## config.mk

```make
export PLATFORM = sky130hd
export DESIGN_NAME = stts_decay_div
export DESIGN_NICKNAME = d
export VERILOG_FILES = /design/src/design/stts_pkg.sv /design/src/design/stts_decay_div.sv
export SDC_FILE = /design/constraint.sdc
export NUM_CORES = 1
export LEC_CHECK = 0
export ABC_AREA = 0
export CORE_MARGIN = 2
export CORE_UTILIZATION = 60
export DETAILED_ROUTE_END_ITERATION = 12
export DONT_BUFFER_PORTS = 1
export GPL_TIMING_DRIVEN = 0
export PLACE_DENSITY = 0.76
export SYNTH_ARGS = -nofsm -noshare
export SYNTH_HDL_FRONTEND = slang
export SYNTH_SLANG_ARGS = --single-unit
```

## constraint.sdc

```tcl
create_clock -name clk_i -period 3.9 [get_ports clk_i]
set_input_delay 0.975 -clock clk_i [delete_from_list [all_inputs] [get_ports clk_i]]
set_output_delay 0.975 -clock clk_i [all_outputs]
set_load 0.05 [all_outputs]
```

## src/design/stts_pkg.sv

```systemverilog
// Shared types, constants and helpers for the sighting table with threat score.
package stts_pkg;

  localparam int unsigned TABLE_ENTRIES = 64;
  localparam int unsigned IDX_W = $clog2(TABLE_ENTRIES);
  localparam int unsigned CNT_W = IDX_W + 1;
  localparam int unsigned TIME_W = 63;
  localparam int unsigned IVL_W = 40;
  localparam int unsigned SCORE_W = 16;

  localparam logic [3:0] PERSIST_CLASS = 4'd15;
  localparam logic [SCORE_W-1:0] LEVEL_ALERT_AT = 16'd6;
  localparam logic [SCORE_W-1:0] LEVEL_CAUTION_AT = 16'd3;

  localparam logic [1:0] FUNC_OBS = 2'd0;
  localparam logic [1:0] FUNC_TICK = 2'd1;
  localparam logic [1:0] FUNC_STATUS = 2'd2;
  localparam logic [1:0] FUNC_RESERVED = 2'd3;

  localparam logic [3:0] REG_SIGNAL_FLOOR = 4'd0;
  localparam logic [3:0] REG_DECAY_IVL = 4'd1;
  localparam logic [3:0] REG_COOLDOWN = 4'd2;
  localparam logic [3:0] REG_CEILING = 4'd3;
  localparam logic [3:0] REG_EXPIRY = 4'd4;
  localparam logic [3:0] REG_MIN_HITS = 4'd5;
  localparam logic [3:0] REG_MIN_SPAN = 4'd6;
  localparam logic [3:0] REG_PERSIST_PTS = 4'd7;

  typedef struct packed {
    logic       source;
    logic [7:0] channel;
    logic [7:0] points;
    logic [3:0] cls;
  } meta_t;

  typedef struct packed {
    logic [47:0]       addr;
    logic [TIME_W-1:0] first_seen;
    logic [TIME_W-1:0] last_seen;
    logic [TIME_W-1:0] last_scored;
    logic              scored_once;
    logic [31:0]       hits;
    logic [7:0]        best_rssi;
    meta_t             meta;
  } entry_t;

  typedef struct packed {
    logic              done;
    logic [TIME_W-1:0] quot;
    logic [IVL_W-1:0]  rem;
  } div_res_t;

  function automatic logic [1:0] level_of(logic [SCORE_W-1:0] s);
    logic [1:0] l;
    if (s >= LEVEL_ALERT_AT) l = 2'd2;
    else if (s >= LEVEL_CAUTION_AT) l = 2'd1;
    else l = 2'd0;
    return l;
  endfunction

endpackage

```

## src/design/stts_decay_div.sv

```systemverilog
// Bit-serial restoring divider: elapsed time over the decay interval.
module stts_decay_div (
  input  logic                              clk_i,
  input  logic                              rst_ni,
  input  logic                              start_i,
  input  logic [stts_pkg::TIME_W-1:0]       dividend_i,
  input  logic [stts_pkg::IVL_W-1:0]        divisor_i,
  output stts_pkg::div_res_t                res_o
);

  logic                            busy_q;
  logic                            done_q;
  logic [5:0]                      step_q;
  logic [stts_pkg::TIME_W-1:0]     dvd_q;
  logic [stts_pkg::TIME_W-1:0]     quot_q;
  logic [stts_pkg::IVL_W-1:0]      rem_q;
  logic [stts_pkg::IVL_W:0]        trial;
  logic                            fits;

  assign trial = {rem_q, dvd_q[stts_pkg::TIME_W-1]};
  assign fits  = trial >= {1'b0, divisor_i};

  always_ff @(posedge clk_i or negedge rst_ni) begin
    if (!rst_ni) begin
      busy_q <= 1'b0;
      done_q <= 1'b0;
      step_q <= '0;
      dvd_q  <= '0;
      quot_q <= '0;
      rem_q  <= '0;
    end else if (start_i) begin
      busy_q <= 1'b1;
      done_q <= 1'b0;
      step_q <= '0;
      dvd_q  <= dividend_i;
      quot_q <= '0;
      rem_q  <= '0;
    end else if (busy_q) begin
      dvd_q  <= {dvd_q[stts_pkg::TIME_W-2:0], 1'b0};
      quot_q <= {quot_q[stts_pkg::TIME_W-2:0], fits};
      rem_q  <= fits ? stts_pkg::IVL_W'(trial - {1'b0, divisor_i})
                     : trial[stts_pkg::IVL_W-1:0];
      step_q <= step_q + 6'd1;
      if (step_q == 6'(stts_pkg::TIME_W - 1)) begin
        busy_q <= 1'b0;
        done_q <= 1'b1;
      end
    end
  end

  assign res_o = '{done: done_q, quot: quot_q, rem: rem_q};

endmodule

```

Word-level counts from Yosys, hierarchy flattened. Index checks and enable logic that the tools add are counted. W data, S select, Z words.

Bits in registers: 174. Output and inout bits: 104. Word-level logic and storage cells: 28.

Add/sub/neg operators: 2. $lt $le $gt $ge: 1. Eq/ne operators: 1. Mux-type cells: 15. Reductions and logical operators: 3.

Operators by type and width (number): $mux W63 (4); $mux W40 (3); $ge A41 B40 Y1 (1); $sub A40 B40 Y40 (1); $mux W6 (2); $add A6 B1 Y6 const B (1); $eq A6 B6 Y1 const B (1); $mux W1 (6); $reduce_bool A2 Y1 (2); $reduce_and A2 Y1 (1).

Logic depth before layout (Yosys ltp). Gate-level depths: netlist of run 1.

Depth after elaboration: 4. Gate-level depth with buffers: 13.

Least setup slack after synthesis of run 1. OpenSTA, ideal clock, no wires.

Path type: input -> register. From: in divisor_i[14] (netlist bit). To: reg rem_q[10] (netlist bit). Data arrival time: 3.625 ns. Required time: 3.801 ns. Setup slack: 0.176 ns. Stages on the path: 12. Cell sequence: inv_1 > ha_1 > nand2_2 > or3_1 > or4_1 > or4_1 > o211ai_2 > a21o_2 > buf_6 > buf_8 > o2111ai_1 > a311oi_1.

Cells in the longest elaborated chain, start to end: 4.

RTL lines: start: declaration (RTL line stts_decay_div.sv:7) `input logic [stts_pkg::IVL_W-1:0] divisor_i,`; $ge A41 B40 Y1 (RTL line stts_decay_div.sv:21) `assign fits = trial >= {1'b0, divisor_i};`; $mux W40 (RTL line stts_decay_div.sv:41) `rem_q <= fits ? stts_pkg::IVL_W'(trial - {1'b0, divisor_i})`; $mux W40 (RTL line stts_decay_div.sv:38) `end else if (busy_q) begin`; $mux W40 (RTL line stts_decay_div.sv:31) `end else if (start_i) begin`; end signal: assignment (RTL line stts_decay_div.sv:41); end: declaration (RTL line stts_decay_div.sv:16) `logic [stts_pkg::IVL_W-1:0] rem_q;`.

No other way between the ends. The select of a mux whose other input is x is not followed. A chain may end at the register's enable or synchronous reset.

Final worst setup path of run 1.
From: reg rem_q[38] (netlist bit). To: reg rem_q[3] (netlist bit).

Cells in the longest elaborated chain, start to end: 4.

RTL lines (RTL line): $ge A41 B40 Y1 (stts_decay_div.sv:21); $mux W40 (stts_decay_div.sv:41); $mux W40 (stts_decay_div.sv:38); $mux W40 (stts_decay_div.sv:31).

No other way between the ends. The select of a mux whose other input is x is not followed.

==> results of run 1 <==
[per-layer routing]
metal / track usage / routed length, microns / share of wire
met5: 0 / 0 / 0
met2: 0.465 / 12200 / 0.47
met3: 0.0677 / 1630 / 0.063
met1: 0.381 / 11500 / 0.45
met4: 0.0804 / 422 / 0.016
[Yosys cell counts, types with 9 or more instances]
master    instances  share of area
nand3_1          20         0.0097
nor2_1          135          0.049
ha_1             42          0.051
a21oi_1          41          0.020
nand4_1          11         0.0067
nand2_1         116          0.042
a211oi_1         28          0.020
a311oi_1         14          0.012
a21o_1            9         0.0065
clkbuf_1         49          0.018
xnor2_1          21          0.018
dfrtp_1         174           0.42
nor3_1           11         0.0053
xor2_1           13          0.011
and3_1           10         0.0060
mux2i_1         148           0.14
inv_1            59          0.021
o21ai_0          85          0.041
[power breakdown]
group	switching [uW]	internal (uW)
logic	1240	946
registers	760	2000
clock network	754	926
total	2750	3870
[final timing paths]
check | from | to | slack [ns] | cells after the start
worst max-delay path | rem_q[38] | rem_q[3] | 0.22 | 11
worst min-delay path | rst_ni | rem_q[15] | 0.23 | 0
worst max register to register | rem_q[38] | rem_q[3] | 0.22 | 11
worst min register to register | done_q | done_q | 0.54 | 1
max in group asynchronous | rst_ni | rem_q[13] | 3.24 | 0
min in group clk_i | done_q | done_q | 0.54 | 1
[sequential cells by signal (all words and copies together), names as in the netlist]
| name | flops |
|---|---|
| done_q | 1 |
| rem_q | 40 |
| busy_q | 1 |
| quot_q | 63 |
| step_q | 6 |
| dvd_q | 63 |
[metrics by stage]
stage | instances | hold WS [ns]
2_1_floorplan | 1108 | 0.480
3_3_place_gp | 1333 | 0.501
3_5_place_dp | 1333 | 0.526
4_1_cts | 1363 | 0.219
5_1_grt | 1363 | 0.215
6_report | 1363 | 0.233
[logic make-up (layout without fill, tap and decap cells)]
| kind of cell | after synthesis | after routing | synth area share |
|---|---|---|---|
| buffers and inverters | 131 | 161 | 0.0619 |
| adders and majority gates | 43 | 43 | 0.0527 |
| muxes | 149 | 149 | 0.144 |
| xor gates and xnor gates | 34 | 34 | 0.0288 |
| AOI/OAI and AO/OA | 240 | 240 | 0.150 |
| and+or+nand+nor | 337 | 337 | 0.141 |
| DFF | 174 | 174 | 0.421 |
[worst reg2reg max path: stages (launching register included)]
cell,delay (ns)
dfrtp_1,0.62
ha_1,0.40
inv_1,0.08
or3_1,0.37
or4_1,0.53
or4_1,0.55
o211ai_2,0.20
a21o_2,0.13
buf_6,0.15
buf_12,0.16
mux2i_1,0.09
a211oi_1,0.29
[cell type report]
class,instances,area share
Buffer,72,0.0374
Clock buffer,19,0.0404
Clock inverter,11,0.0112
Inverter,59,0.0198
Multi-Input combinational cell,803,0.478
Sequential cell,174,0.389
Tap cell,225,0.0251
[cells in the final DEF (no fill, tap or decap), types with 17 or more instances in the layout]
master / count
mux2i_1: 148
nand3_1: 20
o21ai_0: 85
clkbuf_1: 49
nand2_1: 116
a21oi_1: 41
inv_1: 59
ha_1: 40
clkbuf_16: 17
a211oi_1: 28
dfrtp_1: 172
xnor2_1: 21
nor2_1: 135
==> flow_summary_export.csv, run 1 <==
group,metric,value,unit
clock_network,clk_path_buf_depth,2,
layout,fin_area,11200,sq um
yosys,syn_inst,1108,
timing,clock_skew,0.0212,ns
global_routing,grt_usage,0.285,
pwr,irDropWorstVdd,353,uV
floorplan,die_h,135,microns
floorplan,rows,48,
global_routing,first_global_vias,7888,
route,vias,8240,
yosys,synthFlopType,"dfrtp_1",
setup_path,arrival,4.01,ns
global_routing,grt_pass1_wl,41.0,mm
layout,multiInputGateArea,5360,sq um
setup_path,cp_num_buf_inv,3,
run_status,status,"complete, no violations",
layout,nNetsFinal,1276,
global_routing,grt_max_degree,175,
setup_path,crit_chain,"ha_1 > inv_1 > or3_1 > or4_1 > or4_1 > o211ai_2 > a21o_2 > buf_6 > buf_12 > mux2i_1 > a211oi_1",
layout,diodes,0,
floorplan,core_area,17100,sq um
setup_path,crit_fanout,10,
setup_path,cp.required,4.23,ns
pwr,leakage,0.00600,uW
timing,rsz0062_at_grt,"false",
yosys,yosys_warnings,0,
yosys,syn_nets,1257,
yosys,synth_enable_flop_cells,0,
route,via_per_inst,6.05,
yosys,ys_seq_area_frac,0.421,
placed_design,post-place-ws,-0.126,ns
placed_design,gp_congestion,0.931,
setup_path,path_class,"reg2reg",
run,maxCapViolations,0,
clock_network,cts_made_buffers,17,
route,initialDrtViolationCount,376,
clock_network,cts_tree,"built",
yosys,synth_async_sr_flop_share,1.00,
floorplan,die-area,18300,sq um
clock_network,ctsResizeCount,0,
yosys,syn_area,10300,sq um
route,drcViolationCount,0,
route,wl_per_cell,18.9,microns
clock_network,htreeDepth,4,
layout,n_fill_cell,1464,
route,drt_pass1_iterations,5,
timing,setup_violations,0,
setup_path,slowest_stage,"dfrtp_1",
yosys,synthDistinctLibCells,69,
placed_design,placed_cell_area,10600,sq um
layout,seq_area,4360,sq um
floorplan,io_pins,210,
clock_network,clk_latency,0.44,ns
clock_network,cts_root_buf,"clkbuf_16",
route,ant_nets,0,
timing,fmax,272,MHz
setup_path,worst_path_largest_cell_delay,0.62,ns
global_routing,grt_overflow,0,
timing,tns,0,ns
placed_design,place_hpwl,19.0,mm
clock_network,clkTransAtPathRegs,0.07,ns
yosys,synth_area_per_cell,9.34,sq um
global_routing,antenna_found_initial,0,
setup_path,cp-start-kind,"flip-flop",
setup_path,critPathTopFamily,"simple AND/OR/NAND/NOR gates",
route,finalWirelength,25.7,mm
worst_hold_path,hold_class,"in2async",
layout,postLayoutCoreUtil,0.657,
timing,worstMarginPinSlew,0.935,ns
clock_network,holdBufCountCts,0,
timing,worst_slack,0.218,ns
clock_network,cts_setup_buffers,0,
timing,post-route-period-util,0.944,
layout,layout-drive-gt1-share,0.0562,
setup_path,path_common_cell,"or4_1",
timing,min_period,3.68,ns
clock_network,clock-sinks,174,
placed_design,port_buffers,0,
setup_path,end_kind,"flip-flop",
pwr,power_density,590,nW/um^2
timing,hold_viol_final,0,
yosys,ys_ff_latch,174,
timing,slew_headroom,0.377,
pwr,power.total,6620,uW
timing,slew_violations,0,
floorplan,initial_core_util,0.607,
floorplan,die_width,135,microns
layout,area_growth,8.38,%
No activity file was read; power rests on OpenSTA's default activity.
==> inputs of run 2 (changes only) <==
--- a/config.mk
+++ b/config.mk
@@ -7,11 +7,12 @@
 export LEC_CHECK = 0
 export ABC_AREA = 0
 export CORE_MARGIN = 2
-export CORE_UTILIZATION = 60
+export CORE_UTILIZATION = 55
+export CTS_CLUSTER_DIAMETER = 40
 export DETAILED_ROUTE_END_ITERATION = 12
 export DONT_BUFFER_PORTS = 1
 export GPL_TIMING_DRIVEN = 0
-export PLACE_DENSITY = 0.76
+export PLACE_DENSITY = 0.8
 export SYNTH_ARGS = -nofsm -noshare
 export SYNTH_HDL_FRONTEND = slang
 export SYNTH_SLANG_ARGS = --single-unit
==> run 2 against run 1 <==
Clock skew down 0.0087 ns; sequential cell count unchanged; power grew 0.31%; highest routed layer unchanged; setup slack got worse by 0.071 ns.
==> flow_summary_export.csv, run 2 (synthesized netlist as in run 1, its figures left out) <==
group,metric,value,unit
run_status,status,"complete, no violations",
global_routing,first_global_vias,8152,
setup_path,crit_fanout,10,
clock_network,cts_setup_buffers,0,
timing,fmax,266,MHz
layout,final_cell_mix,"dfrtp_1, mux2i_1, nor2_1",
floorplan,rows,50,
clock_network,cts_tree,"built",
setup_path,reg2reg_depth,11,
timing,post-route-period-util,0.962,
timing,rsz0062_at_grt,"false",
timing,slew_violations,0,
run,maxCapViolations,0,
route,drcViolationCount,0,
clock_network,clock-sinks,174,
timing,slew_headroom,0.466,
placed_design,port_buffers,0,
clock_network,clk_path_buf_depth,2,
layout,final_common_cell,"dfrtp_1",
setup_path,cp.required,4.21,ns
setup_path,path_class,"reg2reg",
clock_network,clkTransAtPathRegs,0.07,ns
pwr,power.total,6640,uW
global_routing,grt_pass1_wl,42.2,mm
pwr,irDropWorstVdd,412,uV
route,initialDrtViolationCount,424,
global_routing,grt_usage,0.267,
floorplan,die-area,19900,sq um
layout,postLayoutCoreUtil,0.605,
timing,min_period,3.75,ns
floorplan,io_pins,210,
placed_design,gp_congestion,0.938,
timing,timing.hold.ws,0.235,ns
layout,reg.largest.list,"dvd_q: 63 flops, quot_q: 63 flops, rem_q: 40 flops",
floorplan,initial_core_util,0.557,
setup_path,rrSetupSlack,0.15,ns
setup_path,cp-start-kind,"flip-flop",
clock_network,cts_made_buffers,17,
layout,layout-drive-gt1-share,0.0561,
worst_hold_path,hold_class,"in2async",
layout,area_growth,8.65,%
route,drt_pass1_iterations,5,
route,vias,8265,
route,via_per_inst,6.02,
timing,hold_viol_final,0,
clock_network,clk_latency,0.44,ns
floorplan,core_area,18600,sq um
timing,worst_slack,0.147,ns
placed_design,post-place-ws,-0.168,ns
setup_path,arrival,4.07,ns
setup_path,end_kind,"flip-flop",
pwr,power_density,591,nW/um^2
pwr,leakage,0.00601,uW
layout,nNetsFinal,1276,
timing,worstMarginPinSlew,0.801,ns
global_routing,grt_max_degree,175,
placed_design,place_hpwl,19.1,mm
timing,setup_violations,0,
route,finalWirelength,26.1,mm
route,wl_per_cell,19.0,microns
floorplan,die_width,141,microns
global_routing,antenna_found_initial,0,
clock_network,holdBufCountCts,0,
clock_network,htreeDepth,4,
timing,clock_skew,0.0125,ns
floorplan,die_h,141,microns
global_routing,grt_overflow,0,
clock_network,cts_root_buf,"clkbuf_16",
route,ant_nets,0,
layout,diodes,0,
run 2: cell count changes in the layout (fill, tap and decap cells not counted):
cell	delta
bufinv_16	-1
clkinvlp_4	-2
inv_8	+2
ha_2	-1
ha_1	+1
clkinv_8	+4
clkbuf_8	-2
clkbuf_1	+1
run 2: critical path: stages, from the launching register on:
cell	delay (ns)
dfrtp_1	0.64
ha_1	0.41
inv_1	0.08
or3_1	0.38
or4_1	0.54
or4_1	0.55
o211ai_2	0.19
a21o_2	0.13
buf_6	0.15
buf_8	0.15
mux2i_1	0.08
a211oi_1	0.33
run 2: final timing paths:
path	startpoint	to
worst min register to register	done_q	done_q
min in group clk_i	done_q	done_q
worst max register to register	rem_q[38]	rem_q[33]
worst max-delay path	rem_q[38]	rem_q[33]
worst min-delay path	rst_ni	rem_q[15]
max in group asynchronous	rst_ni	dvd_q[59]
run 2: cell type report:
class / count / area, sq um
clock buffers: 18 / 429
clock inverters: 14 / 168
inverters: 59 / 221
plain buffers: 72 / 419
flip-flops and latches: 174 / 4360
multi-input cells: 803 / 5350
fillers: 1590 / 7340
well taps: 234 / 293
run 2: routing by layer:
metal | wire (microns) | global-route usage
met5 | 0 | 0
met4 | 535 | 0.0832
met3 | 1760 | 0.0679
met2 | 12500 | 0.438
met1 | 11300 | 0.348
run 2: what timing repair did:
item	CTS	global route
setup endpoints to repair	0	31
endpoints found under the hold margin	0	0
resized for setup	0	3
run 2: power by group:
part           total (uW)  internal, uW  switching [uW]
combinational        2190           945            1240
clock                1690           866             829
sequential           2760          1990             761
run 2: per-stage QoR:
stage	area, sq um	TNS [ns]	instances
6_report	11200	0	1374
5_1_grt	11200	0	1374
4_1_cts	11200	0	1374
3_5_place_dp	10600	-3.96	1342
3_3_place_gp	10600	-3.79	1342
2_1_floorplan	10300	0	1108
